$ cat src/hw/rtl/nggp_pkg.sv
`timescale 1ns / 1ps
// ============================================================================
// nggp_pkg
// Shared types, character codes and constant tables of the GGA position
// parser: the job that leaves the byte parser and the converted result.
// ============================================================================
package nggp_pkg;

    localparam int FRAC_DIGITS_DEF = 5;

    localparam logic [7:0] CHAR_LF    = 8'd10;
    localparam logic [7:0] CHAR_COMMA = 8'h2C;
    localparam logic [7:0] CHAR_DOT   = 8'h2E;
    localparam logic [7:0] CHAR_ZERO  = 8'h30;
    localparam logic [7:0] CHAR_NINE  = 8'h39;
    localparam logic [7:0] CHAR_S     = 8'h53;
    localparam logic [7:0] CHAR_W     = 8'h57;

    localparam logic [2:0] FIELD_TAG  = 3'd0;
    localparam logic [2:0] FIELD_LAT  = 3'd2;
    localparam logic [2:0] FIELD_NS   = 3'd3;
    localparam logic [2:0] FIELD_LON  = 3'd4;
    localparam logic [2:0] FIELD_EW   = 3'd5;
    localparam logic [2:0] FIELD_LAST = 3'd7;

    localparam logic [2:0] TAG_LEN  = 3'd6;
    localparam logic [2:0] TAG_FAIL = 3'd7;

    localparam logic [33:0] ACC_MAX = 34'h3_FFFF_FFFF;
    localparam logic [30:0] LAT_MAX = 31'd900000000;
    localparam logic [30:0] LON_MAX = 31'd1800000000;

    localparam logic [23:0] POW10_0 = 24'd1;
    localparam logic [23:0] POW10_1 = 24'd10;
    localparam logic [23:0] POW10_2 = 24'd100;
    localparam logic [23:0] POW10_3 = 24'd1000;
    localparam logic [23:0] POW10_4 = 24'd10000;
    localparam logic [23:0] POW10_5 = 24'd100000;
    localparam logic [23:0] POW10_6 = 24'd1000000;
    localparam logic [23:0] POW10_7 = 24'd10000000;

    // Largest accumulator that still fits 34 bits after scaling by 10^m.
    localparam logic [33:0] ACC_LIM_0 = ACC_MAX;
    localparam logic [33:0] ACC_LIM_1 = ACC_MAX / 34'(POW10_1);
    localparam logic [33:0] ACC_LIM_2 = ACC_MAX / 34'(POW10_2);
    localparam logic [33:0] ACC_LIM_3 = ACC_MAX / 34'(POW10_3);
    localparam logic [33:0] ACC_LIM_4 = ACC_MAX / 34'(POW10_4);
    localparam logic [33:0] ACC_LIM_5 = ACC_MAX / 34'(POW10_5);
    localparam logic [33:0] ACC_LIM_6 = ACC_MAX / 34'(POW10_6);
    localparam logic [33:0] ACC_LIM_7 = ACC_MAX / 34'(POW10_7);

    typedef struct packed {
        logic       valid;
        logic       emit;
        logic       conv;
        logic       is_lon;
        logic       tag;
        logic [1:0] seen;
        logic       acc_ovf;
        logic [1:0] hem;
    } side_t;

    typedef struct packed {
        side_t       side;
        logic [33:0] acc;
        logic [2:0]  fcnt;
    } job_t;

    typedef struct packed {
        side_t       side;
        logic        ovf;
        logic [30:0] value;
    } conv_res_t;

    function automatic logic [23:0] pow10_sel(input logic [2:0] m);
        logic [23:0] p;
        case (m)
            3'd0: p = POW10_0;
            3'd1: p = POW10_1;
            3'd2: p = POW10_2;
            3'd3: p = POW10_3;
            3'd4: p = POW10_4;
            3'd5: p = POW10_5;
            3'd6: p = POW10_6;
            3'd7: p = POW10_7;
            default: p = POW10_0;
        endcase
        return p;
    endfunction

    function automatic logic [33:0] acc_limit_sel(input logic [2:0] m);
        logic [33:0] l;
        case (m)
            3'd0: l = ACC_LIM_0;
            3'd1: l = ACC_LIM_1;
            3'd2: l = ACC_LIM_2;
            3'd3: l = ACC_LIM_3;
            3'd4: l = ACC_LIM_4;
            3'd5: l = ACC_LIM_5;
            3'd6: l = ACC_LIM_6;
            3'd7: l = ACC_LIM_7;
            default: l = ACC_LIM_0;
        endcase
        return l;
    endfunction

    function automatic logic [7:0] tag_char(input logic [2:0] idx);
        logic [7:0] c;
        case (idx)
            3'd0: c = 8'h24;
            3'd1: c = 8'h47;
            3'd2: c = 8'h50;
            3'd3: c = 8'h47;
            3'd4: c = 8'h47;
            3'd5: c = 8'h41;
            default: c = 8'h00;
        endcase
        return c;
    endfunction

endpackage

$ cat src/hw/rtl/nmea_gga_position_parser_core.sv
`timescale 1ns / 1ps
// ============================================================================
// nmea_gga_position_parser_core
// NMEA GGA latitude and longitude extractor with one result per text line.
// ============================================================================
// The core takes one received character per beat, and one beat can be taken
// in every clock cycle while s_ready is high. Every line feed yields one
// result beat carrying the latitude and longitude in 1e-7 degree units with
// their hemisphere flags and a validity bit. The byte parser's job register
// loads at the accepting edge, then the nine-stage conversion pipeline and
// the result register follow. s_ready falls only while a finished result
// waits in the result register with m_ready low and the next line's result
// has already reached the end of the pipeline.
module nmea_gga_position_parser_core #(
    parameter int FRAC_DIGITS = nggp_pkg::FRAC_DIGITS_DEF
) (
    input  logic        aclk,
    input  logic        aresetn,
    input  logic        s_valid,
    output logic        s_ready,
    input  logic [7:0]  s_rx_byte,
    output logic        m_valid,
    input  logic        m_ready,
    output logic        m_coords_valid,
    output logic [29:0] m_latitude_e7,
    output logic        m_lat_south,
    output logic [30:0] m_longitude_e7,
    output logic        m_lon_west
);
    import nggp_pkg::*;

    logic      advance;
    logic      accept;
    job_t      job;
    conv_res_t res;

    assign s_ready = advance;
    assign accept  = s_valid && advance;

    nggp_parser #(
        .FRAC_DIGITS(FRAC_DIGITS)
    ) u_parser (
        .aclk    (aclk),
        .aresetn (aresetn),
        .accept  (accept),
        .advance (advance),
        .rx_byte (s_rx_byte),
        .job     (job)
    );

    nggp_convert #(
        .FRAC_DIGITS(FRAC_DIGITS)
    ) u_convert (
        .aclk    (aclk),
        .aresetn (aresetn),
        .advance (advance),
        .job     (job),
        .res     (res)
    );

    nggp_result u_result (
        .aclk           (aclk),
        .aresetn        (aresetn),
        .res            (res),
        .m_ready        (m_ready),
        .advance        (advance),
        .m_valid        (m_valid),
        .m_coords_valid (m_coords_valid),
        .m_latitude_e7  (m_latitude_e7),
        .m_lat_south    (m_lat_south),
        .m_longitude_e7 (m_longitude_e7),
        .m_lon_west     (m_lon_west)
    );

endmodule

$ cat src/hw/rtl/nggp_parser.sv
`timescale 1ns / 1ps
// ============================================================================
// nggp_parser
// Byte-level field splitter: tracks the field index, matches the sentence
// tag, accumulates coordinate digits and issues conversion and line jobs.
// ============================================================================
module nggp_parser #(
    parameter int FRAC_DIGITS = nggp_pkg::FRAC_DIGITS_DEF
) (
    input  logic              aclk,
    input  logic              aresetn,
    input  logic              accept,
    input  logic              advance,
    input  logic [7:0]        rx_byte,
    output nggp_pkg::job_t    job
);
    import nggp_pkg::*;

    localparam logic [2:0] FRAC_MAX = 3'(FRAC_DIGITS);

    logic [2:0]  pos_reg,  pos_next;
    logic [2:0]  tidx_reg, tidx_next;
    logic        tag_reg,  tag_next;
    logic [33:0] acc_reg,  acc_next;
    logic [2:0]  fcnt_reg, fcnt_next;
    logic        frac_reg, frac_next;
    logic        ovf_reg,  ovf_next;
    logic [1:0]  hem_reg,  hem_next;
    logic [1:0]  seen_reg, seen_next;
    job_t        job_reg,  job_next;

    logic        tag_after;
    logic        conv_req;
    logic        is_digit;
    logic [37:0] acc_x10;
    logic        acc_sat;

    always_comb begin
        tag_after = (pos_reg == FIELD_TAG) ? (tidx_reg == TAG_LEN) : tag_reg;
        conv_req  = tag_reg && (pos_reg == FIELD_LAT || pos_reg == FIELD_LON);
        is_digit  = (rx_byte >= CHAR_ZERO) && (rx_byte <= CHAR_NINE);
        acc_x10   = ({4'b0, acc_reg} << 3) + ({4'b0, acc_reg} << 1)
                  + 38'(rx_byte - CHAR_ZERO);
        acc_sat   = acc_x10 > 38'(ACC_MAX);

        pos_next  = pos_reg;
        tidx_next = tidx_reg;
        tag_next  = tag_reg;
        acc_next  = acc_reg;
        fcnt_next = fcnt_reg;
        frac_next = frac_reg;
        ovf_next  = ovf_reg;
        hem_next  = hem_reg;
        seen_next = seen_reg;

        job_next              = '0;
        job_next.side.emit    = 1'b0;
        job_next.side.conv    = conv_req;
        job_next.side.is_lon  = (pos_reg == FIELD_LON);
        job_next.side.tag     = tag_after;
        job_next.side.seen    = seen_reg;
        job_next.side.acc_ovf = ovf_reg;
        job_next.side.hem     = hem_reg;
        job_next.acc          = acc_reg;
        job_next.fcnt         = fcnt_reg;

        if (accept) begin
            if (rx_byte == CHAR_LF) begin
                job_next.side.valid = 1'b1;
                job_next.side.emit  = 1'b1;
                pos_next  = '0;
                tidx_next = '0;
                tag_next  = 1'b0;
                acc_next  = '0;
                fcnt_next = '0;
                frac_next = 1'b0;
                ovf_next  = 1'b0;
                hem_next  = '0;
                seen_next = '0;
            end else if (rx_byte == CHAR_COMMA) begin
                job_next.side.valid = conv_req;
                tag_next  = tag_after;
                acc_next  = '0;
                fcnt_next = '0;
                frac_next = 1'b0;
                if (pos_reg != FIELD_LAST) begin
                    pos_next = pos_reg + 3'd1;
                end
            end else if (pos_reg == FIELD_TAG) begin
                if (tidx_reg < TAG_LEN && rx_byte == tag_char(tidx_reg)) begin
                    tidx_next = tidx_reg + 3'd1;
                end else begin
                    tidx_next = TAG_FAIL;
                end
            end else if (tag_reg) begin
                if (pos_reg == FIELD_LAT || pos_reg == FIELD_LON) begin
                    if (is_digit) begin
                        if (pos_reg == FIELD_LAT) begin
                            seen_next[0] = 1'b1;
                        end else begin
                            seen_next[1] = 1'b1;
                        end
                        // Fraction digits past the configured count are dropped.
                        if (!(frac_reg && fcnt_reg >= FRAC_MAX)) begin
                            if (frac_reg) begin
                                fcnt_next = fcnt_reg + 3'd1;
                            end
                            acc_next = acc_sat ? ACC_MAX : acc_x10[33:0];
                            ovf_next = ovf_reg | acc_sat;
                        end
                    end else if (rx_byte == CHAR_DOT && !frac_reg) begin
                        frac_next = 1'b1;
                    end
                end else if (pos_reg == FIELD_NS || pos_reg == FIELD_EW) begin
                    // Only the first character of a hemisphere field counts.
                    if (!frac_reg) begin
                        if (pos_reg == FIELD_NS && rx_byte == CHAR_S) begin
                            hem_next[0] = 1'b1;
                        end
                        if (pos_reg == FIELD_EW && rx_byte == CHAR_W) begin
                            hem_next[1] = 1'b1;
                        end
                        frac_next = 1'b1;
                    end
                end
            end
        end
    end

    always_ff @(posedge aclk) begin
        if (!aresetn) begin
            pos_reg  <= '0;
            tidx_reg <= '0;
            tag_reg  <= 1'b0;
            acc_reg  <= '0;
            fcnt_reg <= '0;
            frac_reg <= 1'b0;
            ovf_reg  <= 1'b0;
            hem_reg  <= '0;
            seen_reg <= '0;
            job_reg  <= '0;
        end else begin
            pos_reg  <= pos_next;
            tidx_reg <= tidx_next;
            tag_reg  <= tag_next;
            acc_reg  <= acc_next;
            fcnt_reg <= fcnt_next;
            frac_reg <= frac_next;
            ovf_reg  <= ovf_next;
            hem_reg  <= hem_next;
            seen_reg <= seen_next;
            if (advance) begin
                job_reg <= job_next;
            end
        end
    end

    assign job = job_reg;

endmodule

$ cat src/hw/rtl/nggp_convert.sv
`timescale 1ns / 1ps
// ============================================================================
// nggp_convert
// Nine-stage pipeline that turns a ddmm.mmmmm accumulator into degrees in
// 1e-7 units, using reciprocal multiplies for the constant divisions.
// ============================================================================
module nggp_convert #(
    parameter int FRAC_DIGITS = nggp_pkg::FRAC_DIGITS_DEF
) (
    input  logic                  aclk,
    input  logic                  aresetn,
    input  logic                  advance,
    input  nggp_pkg::job_t        job,
    output nggp_pkg::conv_res_t   res
);
    import nggp_pkg::*;

    localparam logic [2:0]  FRAC_MAX  = 3'(FRAC_DIGITS);
    localparam logic [29:0] DIV_Q     = 30'(64'd100 * 64'(pow10_sel(FRAC_MAX)));
    localparam logic [24:0] RECIP_Q   = 25'((64'd1 << 34) / 64'(DIV_Q));
    localparam logic [23:0] POW_REST  = pow10_sel(3'(7 - FRAC_DIGITS));
    localparam logic [24:0] RECIP_60  = 25'((64'd1 << 30) / 64'd60);
    localparam logic [23:0] DEG_SCALE = 24'd10000000;

    side_t       s1_reg, s2_reg, s3_reg, s4_reg, s5_reg, s6_reg, s7_reg, s8_reg, s9_reg;
    logic        o1_reg, o2_reg, o3_reg, o4_reg, o5_reg, o6_reg, o7_reg, o8_reg, o9_reg;
    logic [33:0] a1_reg, a2_reg, a3_reg;
    logic [58:0] pq2_reg;
    logic [24:0] q3_reg;
    logic [33:0] qd3_reg;
    logic [24:0] whole4_reg;
    logic [29:0] part4_reg;
    logic [48:0] wp5_reg, wp6_reg, wp7_reg, wp8_reg;
    logic [29:0] x5_reg, x6_reg, x7_reg;
    logic [54:0] p606_reg;
    logic [23:0] q607_reg;
    logic [29:0] q60x7_reg;
    logic [23:0] frac8_reg;
    logic [30:0] v9_reg;

    logic [2:0]  missing;
    logic        sat1;
    logic [57:0] scaled1;
    logic [54:0] qd_full;
    logic [33:0] rem4;
    logic [53:0] x_full;
    logic [29:0] rem8;
    logic [48:0] sum9;
    logic [30:0] lim9;

    always_comb begin
        missing = (job.fcnt < FRAC_MAX) ? (FRAC_MAX - job.fcnt) : 3'd0;
        sat1    = job.acc > acc_limit_sel(missing);
        scaled1 = job.acc * pow10_sel(missing);
        qd_full = pq2_reg[58:34] * DIV_Q;
        rem4    = a3_reg - qd3_reg;
        x_full  = part4_reg * POW_REST;
        rem8    = x7_reg - q60x7_reg;
        sum9    = wp8_reg + 49'(frac8_reg);
        lim9    = s8_reg.is_lon ? LON_MAX : LAT_MAX;
    end

    always_ff @(posedge aclk) begin
        if (!aresetn) begin
            s1_reg <= '0;
            s2_reg <= '0;
            s3_reg <= '0;
            s4_reg <= '0;
            s5_reg <= '0;
            s6_reg <= '0;
            s7_reg <= '0;
            s8_reg <= '0;
            s9_reg <= '0;
        end else if (advance) begin
            s1_reg <= job.side;
            s2_reg <= s1_reg;
            s3_reg <= s2_reg;
            s4_reg <= s3_reg;
            s5_reg <= s4_reg;
            s6_reg <= s5_reg;
            s7_reg <= s6_reg;
            s8_reg <= s7_reg;
            s9_reg <= s8_reg;
        end
    end

    always_ff @(posedge aclk) begin
        if (advance) begin
            // Stage 1: pad missing fraction digits, saturating at 34 bits.
            o1_reg <= sat1;
            a1_reg <= sat1 ? ACC_MAX : scaled1[33:0];
            // Stages 2 to 4: degrees and minutes by division through 100*10^F.
            o2_reg  <= o1_reg;
            a2_reg  <= a1_reg;
            pq2_reg <= a1_reg * RECIP_Q;
            o3_reg  <= o2_reg;
            a3_reg  <= a2_reg;
            q3_reg  <= pq2_reg[58:34];
            qd3_reg <= qd_full[33:0];
            o4_reg  <= o3_reg;
            if (rem4 >= 34'(DIV_Q)) begin
                whole4_reg <= q3_reg + 25'd1;
                part4_reg  <= 30'(rem4 - 34'(DIV_Q));
            end else begin
                whole4_reg <= q3_reg;
                part4_reg  <= rem4[29:0];
            end
            // Stages 5 to 8: minutes times 1e7/(60*10^F), as x/60.
            o5_reg  <= o4_reg;
            wp5_reg <= whole4_reg * DEG_SCALE;
            x5_reg  <= x_full[29:0];
            o6_reg   <= o5_reg;
            wp6_reg  <= wp5_reg;
            x6_reg   <= x5_reg;
            p606_reg <= x5_reg * RECIP_60;
            o7_reg    <= o6_reg;
            wp7_reg   <= wp6_reg;
            x7_reg    <= x6_reg;
            q607_reg  <= p606_reg[53:30];
            q60x7_reg <= 30'(p606_reg[53:30] * 6'd60);
            o8_reg    <= o7_reg;
            wp8_reg   <= wp7_reg;
            frac8_reg <= (rem8 >= 30'd60) ? (q607_reg + 24'd1) : q607_reg;
            // Stage 9: sum and clamp to the coordinate's limit.
            o9_reg <= o8_reg;
            v9_reg <= (sum9 > 49'(lim9)) ? lim9 : sum9[30:0];
        end
    end

    always_comb begin
        res.side  = s9_reg;
        res.ovf   = o9_reg;
        res.value = v9_reg;
    end

endmodule

$ cat src/hw/rtl/nggp_result.sv
`timescale 1ns / 1ps
// ============================================================================
// nggp_result
// Holds the converted coordinates of the current line and loads the result
// register when the line-feed job arrives.
// ============================================================================
module nggp_result (
    input  logic                  aclk,
    input  logic                  aresetn,
    input  nggp_pkg::conv_res_t   res,
    input  logic                  m_ready,
    output logic                  advance,
    output logic                  m_valid,
    output logic                  m_coords_valid,
    output logic [29:0]           m_latitude_e7,
    output logic                  m_lat_south,
    output logic [30:0]           m_longitude_e7,
    output logic                  m_lon_west
);
    import nggp_pkg::*;

    logic [29:0] lat_reg, lat_next;
    logic [30:0] lon_reg, lon_next;
    logic        cov_reg, cov_next;
    logic        valid_reg;
    logic        ok_reg;
    logic [29:0] olat_reg;
    logic [30:0] olon_reg;
    logic        south_reg, west_reg;
    logic        ok_next;

    // Only a line result that finds the result register still occupied, with m_ready low, stalls.
    assign advance = !(res.side.valid && res.side.emit && valid_reg && !m_ready);

    always_comb begin
        lat_next = lat_reg;
        lon_next = lon_reg;
        cov_next = cov_reg;
        if (res.side.valid && res.side.conv) begin
            cov_next = cov_reg | res.ovf;
            if (res.side.is_lon) begin
                lon_next = res.value;
            end else begin
                lat_next = res.value[29:0];
            end
        end
        ok_next = res.side.tag && (res.side.seen == 2'b11) && !res.side.acc_ovf
               && !cov_next
               && (lat_next != '0) && ({1'b0, lat_next} < LAT_MAX)
               && (lon_next != '0) && (lon_next < LON_MAX);
    end

    always_ff @(posedge aclk) begin
        if (!aresetn) begin
            lat_reg   <= '0;
            lon_reg   <= '0;
            cov_reg   <= 1'b0;
            valid_reg <= 1'b0;
        end else begin
            if (advance && res.side.valid) begin
                if (res.side.emit) begin
                    lat_reg <= '0;
                    lon_reg <= '0;
                    cov_reg <= 1'b0;
                end else begin
                    lat_reg <= lat_next;
                    lon_reg <= lon_next;
                    cov_reg <= cov_next;
                end
            end
            if (advance && res.side.valid && res.side.emit) begin
                valid_reg <= 1'b1;
            end else if (m_ready) begin
                valid_reg <= 1'b0;
            end
        end
    end

    always_ff @(posedge aclk) begin
        if (advance && res.side.valid && res.side.emit) begin
            ok_reg    <= ok_next;
            olat_reg  <= lat_next;
            olon_reg  <= lon_next;
            south_reg <= res.side.hem[0];
            west_reg  <= res.side.hem[1];
        end
    end

    assign m_valid        = valid_reg;
    assign m_coords_valid = ok_reg;
    assign m_latitude_e7  = olat_reg;
    assign m_lat_south    = south_reg;
    assign m_longitude_e7 = olon_reg;
    assign m_lon_west     = west_reg;

endmodule
$ cat config.mk
export PLATFORM = sky130hd
export DESIGN_NAME = nmea_gga_position_parser_core
export DESIGN_NICKNAME = d
export VERILOG_FILES = /design/src/hw/rtl/nggp_pkg.sv /design/src/hw/rtl/nmea_gga_position_parser_core.sv /design/src/hw/rtl/nggp_parser.sv /design/src/hw/rtl/nggp_convert.sv /design/src/hw/rtl/nggp_result.sv
export SDC_FILE = /design/constraint.sdc
export NUM_CORES = 2
export LEC_CHECK = 0
export ABC_AREA = 1
export BUFFER_PORTS_ARGS = -buffer_cell sky130_fd_sc_hd__clkbuf_2
export CAP_MARGIN = 20
export CORE_MARGIN = 5
export CORE_UTILIZATION = 42
export DETAILED_ROUTE_END_ITERATION = 10
export HOLD_SLACK_MARGIN = 0.08
export PLACE_DENSITY = 0.55
export SLEW_MARGIN = 10
export SYNTH_ARGS = -nofsm -noshare
export SYNTH_HDL_FRONTEND = slang
export SYNTH_SLANG_ARGS = --single-unit
$ cat constraint.sdc
create_clock -name aclk -period 33.8 [get_ports aclk]
set_input_delay 6.76 -clock aclk [delete_from_list [all_inputs] [get_ports aclk]]
set_output_delay 6.76 -clock aclk [all_outputs]
set_load 0.1 [all_outputs]
# Word-level counts from Yosys, hierarchy flattened
# Memory sizes are Yosys's and may differ from the RTL's.
# Cells that the tools add are included.
dict set report totals {
  reg_bits 961
  latchBits 0
  mem_bits_rw 0
  rom_bits 440
  inputBits 12
  n_memories 2
}
dict set report classes {
  n_addsub 13
  multipliers 7
  div_mod_pow 0
  order_cmp 12
  eq_ne 28
  shift 0
  muxes 83
  bitwise 2
  n_reduce_logical 60
}
# name depth width rd rd_ports_with_merged_regs wr line_no
set memory_table {}
lappend memory_table {{(name not given)} 8 34 1 0 0 nggp_pkg.sv:93} ;# case (m)
lappend memory_table {{(name not given)} 8 21 1 0 0 nggp_pkg.sv:77} ;# case (m)
# op n
set ops {}
lappend ops {{$mux 34} 8}
lappend ops {{$mux 31} 5}
lappend ops {{$mux 30} 4}
lappend ops {{$mul 28x25->52 const B} 1}
lappend ops {{$add 49x24->49} 1}
lappend ops {{$gt 49x31->1} 1}
lappend ops {{$mux 3} 16}
lappend ops {{$mul 34x11->45 const B} 1}
lappend ops {{$add 37x35->38} 1}
lappend ops {{$add 38x38->38} 1}
lappend ops {{$gt 38x34->1 const B} 1}
lappend ops {{$ge 34x24->1 const B} 1}
lappend ops {{$gt 34x34->1} 1}
lappend ops {{$mul 34x24->34} 1}
lappend ops {{$sub 34x34->34} 1}
lappend ops {{$mux 8} 4}
lappend ops {{$lt 31x31->1 const B} 1}
lappend ops {{$reduce_bool 31->1} 1}
lappend ops {{$ge 30x6->1 const B} 1}
lappend ops {{$lt 30x30->1 const B} 1}
lappend ops {{$mul 30x5->28 const B} 1}
lappend ops {{$reduce_bool 30->1} 1}
lappend ops {{$sub 30x24->30 const B} 1}
lappend ops {{$sub 30x30->30} 1}
lappend ops {{45 further kinds} 149}

# Logic depth before layout (Yosys ltp)
dict set report logic_depth {
  depth_word 13
  depth_mapped 40
  mapped_depth_nobuf 38
}

# Modules after synthesis
# A second synthesis with hierarchy kept.
dict set report unflattened {
  hier_cells 8884
  area_unflattened_um2 79391.1
}
# module n_inst cells_per_inst area_each_um2
set modules_own_cells {}
lappend modules_own_cells {nggp_convert 1 7124 66418.7}
lappend modules_own_cells {nggp_parser 1 1054 7362.1}
lappend modules_own_cells {nggp_result 1 704 5602.9}
lappend modules_own_cells {nmea_gga_position_parser_core 1 2 7.5}

# Worst setup path before layout
# No wires, ideal clock.
dict set report synth_path {
  kind {input -> output}
  from {in m_ready}
  to {out s_ready}
  t_arrival_ns 22.264
  required_time_ns 27.040
  setup_slack_ns 4.776
  path_stages 5
  path_buffers 1
  path_cell_list {nor2_1 > inv_1 > nor2_1 > clkinv_1 > clkbuf_1}
}
dict set report synth_via {
  elab_chain_len 3
}
# item line_no
set synth_rtl {}
lappend synth_rtl {{start: declaration} nmea_gga_position_parser_core.sv:23} ;# input logic m_ready,
lappend synth_rtl {{$logic_not 1->1} nggp_result.sv:33} ;# assign advance = !(res.side.valid && res.side.emit && valid_reg && !m_ready);
lappend synth_rtl {{$logic_and 1x1->1} nggp_result.sv:33}
lappend synth_rtl {{$logic_not 1->1} nggp_result.sv:33}
lappend synth_rtl {{end: declaration} nmea_gga_position_parser_core.sv:20} ;# output logic s_ready,
# Every way passes these cells.

# Final worst setup path
# Same ends and word-level chain as after synthesis.

==> impl_metrics.prom <==
# TYPE chip_impl_metric gauge
chip_impl_metric{name="syn-instance-count",unit=""} 9037
chip_impl_metric{name="post-cts-setup-buffers",unit=""} 0
chip_impl_metric{name="sequential_element_share_of_the_synthesized_area",unit="%"} 28.6
chip_impl_info{name="cts_root_buf",value="clkbuf_16"} 1
chip_impl_metric{name="grt_use_met2",unit="%"} 35.8
chip_impl_metric{name="placeableCoreArea",unit="mm²"} 0.190
chip_impl_info{name="yosys_most_used_dff",value="edfxtp_1"} 1
chip_impl_metric{name="max_slew.worst_pin.slew",unit="ns"} 1.10
chip_impl_metric{name="timing.final.max_slew_violations",unit=""} 0
chip_impl_metric{name="antenna_cells_inserted",unit=""} 0
chip_impl_metric{name="synth_largest_type_area_fraction",unit="%"} 22.3
chip_impl_metric{name="mappedNetlistArea",unit="mm²"} 0.0798
chip_impl_metric{name="die_width",unit="µm"} 446
chip_impl_info{name="worstReg2RegStart",value="u_parser.job[0]"} 1
chip_impl_metric{name="asyncSetResetFlopFracSynth",unit="%"} 0
chip_impl_metric{name="largest_reg_flops",unit=""} 47
chip_impl_metric{name="fillers",unit=""} 18500
chip_impl_metric{name="start_util",unit="%"} 42.1
chip_impl_metric{name="cts_hold_buf",unit=""} 0
chip_impl_metric{name="num_rows",unit=""} 160
chip_impl_metric{name="remaining_global_route_overflow",unit=""} 0
chip_impl_metric{name="largest_net_degree_at_the_start_of_global_routing",unit=""} 163
chip_impl_info{name="netlist_top_cells_area",value="edfxtp_1 22%, fa_1 20%, ha_1 15%, inv_1 8.6%, nand2_1 6.8%"} 1
chip_impl_info{name="outcome",value="finished, final reports clean"} 1
chip_impl_metric{name="via_per_inst",unit=""} 5.04
chip_impl_metric{name="synth_edf_count",unit=""} 592
chip_impl_metric{name="grt_pass1_wl",unit="µm"} 333000
chip_impl_metric{name="die_h",unit="µm"} 446
chip_impl_metric{name="grtUsageMet3",unit="%"} 2.90
chip_impl_info{name="crit_path_start_kind",value="primary input"} 1
chip_impl_info{name="holdCritPathClass",value="flop to flop"} 1
chip_impl_metric{name="ioPinCount",unit=""} 78
chip_impl_metric{name="post-route-period-util",unit="%"} 44.0
chip_impl_info{name="holdCritStartpoint",value="u_convert.wp5_reg[13]"} 1
chip_impl_metric{name="detailedRoute.firstIterationViolations",unit=""} 3549
chip_impl_metric{name="fmax",unit="MHz"} 67.2
chip_impl_metric{name="h-tree-depth",unit=""} 3
chip_impl_metric{name="number_of_antenna_violations_at_the_first_check_in_global_routing",unit=""} 5
chip_impl_metric{name="path_max_fanout",unit=""} 62
chip_impl_metric{name="cts.clk_slew.worst_paths",unit="ns"} 0.06
chip_impl_info{name="critical_path_class",value="primary input to output pin"} 1
chip_impl_metric{name="hpwl_detailed",unit="µm"} 167000
chip_impl_metric{name="clkSinkCount",unit=""} 842
chip_impl_info{name="setup.worst_path.end_class",value="output pin"} 1
chip_impl_info{name="critical-path-top-delay-family",value="buffers and inverters"} 1
chip_impl_metric{name="worst_path_buf_inv",unit=""} 4
chip_impl_metric{name="worst_path_largest_cell_delay",unit="ns"} 0.56
chip_impl_metric{name="setup_viol_count_final",unit=""} 0
chip_impl_metric{name="clk_latency",unit="ns"} 0.73
chip_impl_metric{name="first_global_vias",unit=""} 61400
chip_impl_metric{name="clk_path_buf_depth",unit=""} 3
chip_impl_info{name="grt.busiest_layer",value="met2"} 1
chip_impl_metric{name="global_route.usage.total",unit="%"} 21.0
chip_impl_metric{name="finalWeightedCongestion",unit=""} 0.907
chip_impl_metric{name="drt_drc_violations_left",unit=""} 0
chip_impl_metric{name="post-route-min-period",unit="ns"} 14.87
chip_impl_metric{name="flow.area_growth_from_synthesis",unit="%"} 8.17
chip_impl_metric{name="hold_violations",unit=""} 0
chip_impl_metric{name="max_cap_violations",unit=""} 0
chip_impl_metric{name="fin_worst_skew",unit="ns"} 0.0830
chip_impl_info{name="cpMaxStageDelayCell",value="clkbuf_2"} 1
chip_impl_metric{name="netlist_cell_types",unit=""} 63
chip_impl_metric{name="number_of_iterations_in_the_first_detailed_routing_pass",unit=""} 5
chip_impl_metric{name="cp.required",unit="ns"} 27.04
chip_impl_metric{name="dieArea",unit="mm²"} 0.199
chip_impl_metric{name="route.vias.total",unit=""} 59000
chip_impl_metric{name="placement.io_buffers",unit=""} 77
chip_impl_metric{name="timing.slew.headroom",unit="%"} 26.4
chip_impl_metric{name="design.final.nets",unit=""} 10900
chip_impl_metric{name="post_synthesis_sequential_element_count",unit=""} 842
chip_impl_info{name="critical_path.startpoint",value="m_ready"} 1
chip_impl_metric{name="layout-drive-gt1-share",unit="%"} 3.87
chip_impl_metric{name="detail-route-antenna-nets",unit=""} 0
chip_impl_info{name="timing.critical_path.mode_cell",value="clkbuf_2"} 1
chip_impl_metric{name="tritoncts_buffer_count",unit=""} 96
chip_impl_metric{name="wirelength",unit="µm"} 206000
chip_impl_info{name="tritoncts",value="yes"} 1
chip_impl_metric{name="synth_warnings",unit=""} 0
chip_impl_metric{name="post_cts_resize_count",unit=""} 0
chip_impl_metric{name="global_route.usage.met1",unit="%"} 28.1
chip_impl_metric{name="avgRoutedWirePerCell",unit="µm"} 17.7
chip_impl_info{name="synth_area_leader_cell",value="edfxtp_1"} 1
chip_impl_info{name="critical_path.cell_chain",value="clkbuf_2, nor2_1, inv_1, nor2_4, inv_8, clkbuf_2"} 1
chip_impl_metric{name="synth_area_per_cell",unit="µm²"} 8.83
chip_impl_info{name="grt_setup_unrepaired",value="no"} 1
chip_impl_metric{name="cp_data_arrival_time",unit="ns"} 8.11
chip_impl_metric{name="setup-tns-final",unit="ns"} 0
-- per-stage QoR --
stage,instances,setup WS [ns],util [%],instance area [µm²],hold slack [ns]
after global placement,11500,18.93,43.8,83000,0.400
after detailed placement,11500,18.91,43.8,83000,0.405
after CTS,11700,18.90,45.5,86300,0.376
final,11700,18.93,45.5,86300,0.385
after global routing,11700,18.87,45.5,86300,0.406
after floorplan,9049,4.78,-,79800,0.400
-- synthesized netlist by cell type (3+ instances only) --
cell / count
inv_1: 1833
nand2_1: 1445
ha_1: 967
nor2_1: 924
fa_1: 810
edfxtp_1: 592
a21oi_1: 525
o21ai_0: 413
nand3_1: 308
dfxtp_1: 250
xor2_1: 187
clkbuf_1: 127
xnor2_1: 103
nand4_1: 90
nor3_1: 70
a31oi_1: 44
or2_2: 44
nor4_1: 42
o21bai_1: 30
a21o_1: 29
buf_2: 21
o21a_1: 18
o211ai_1: 16
nand3b_1: 15
buf_1: 14
mux2i_1: 9
a211oi_1: 8
inv_2: 8
nand2_2: 7
o221ai_1: 7
clkinv_1: 6
o2111ai_1: 6
o21ai_1: 6
a21boi_0: 5
a221oi_1: 5
nor3_2: 5
o31ai_1: 5
nor2_2: 4
nor4b_1: 4
a31o_2: 3
buf_6: 3
nor3b_1: 3
o22ai_1: 3
-- routing by layer --
layer | wire length (µm) | vias up
met5 | 13 | -
met3 | 10200 | 303
met1 | 92900 | 28400
met4 | 5780 | 2
li1 | - | 29000
met2 | 97500 | 1239
-- cells in the final DEF (no fill, tap or decap), drive strengths merged, types with 43 or more instances in the layout --
master     n
inv     1850
nand2   1452
ha       967
nor2     928
fa       810
edfxtp   592
a21oi    526
o21ai    419
nand3    308
dfxtp    250
clkbuf   190
xor2     189
xnor2    103
nand4     90
nor3      75
clkinv    49
or2       46
a31oi     44
buf       43
-- cell type report --
type	count	area (µm²)	share of cell area, %
multi-input cells	6195	49500	57.4
flip-flops and latches	842	22800	26.4
inverters	1847	6940	8.05
well taps	2511	3140	3.64
clock buffers	114	2500	2.90
repair buffers	119	717	0.831
clock inverters	65	709	0.822
-- path summary, 6_finish.rpt --
kind / depth (start not counted) / slack [ns] / endpoint
setup / recovery: 6 / 18.93 / s_ready
hold / removal: 0 / 0.39 / u_convert.wp6_reg[13]
setup reg to reg: 27 / 24.37 / u_convert.a1_reg[33]
hold reg to reg: 0 / 0.39 / u_convert.wp6_reg[13]
-- cells by family (layout without fill, tap and decap cells) --
kind of cell             Yosys count  after routing  synth area share (%)
AND/OR/NAND/NOR                 2968           2968                  15.3
XOR/XNOR                         293            293                  3.27
buffers and inverters           2012           2145                  9.53
multiplexers                       9              9                 0.113
adder cells (fa/ha/maj)         1777           1777                  35.5
flip-flops                       842            842                  28.6
other                              2             14               0.00942
AO/OA/AOI/OAI                   1134           1134                  7.69
Power is left out: the tool's default activity adds up to more than one toggle a clock period on the data nets, which glitch-free logic cannot reach.
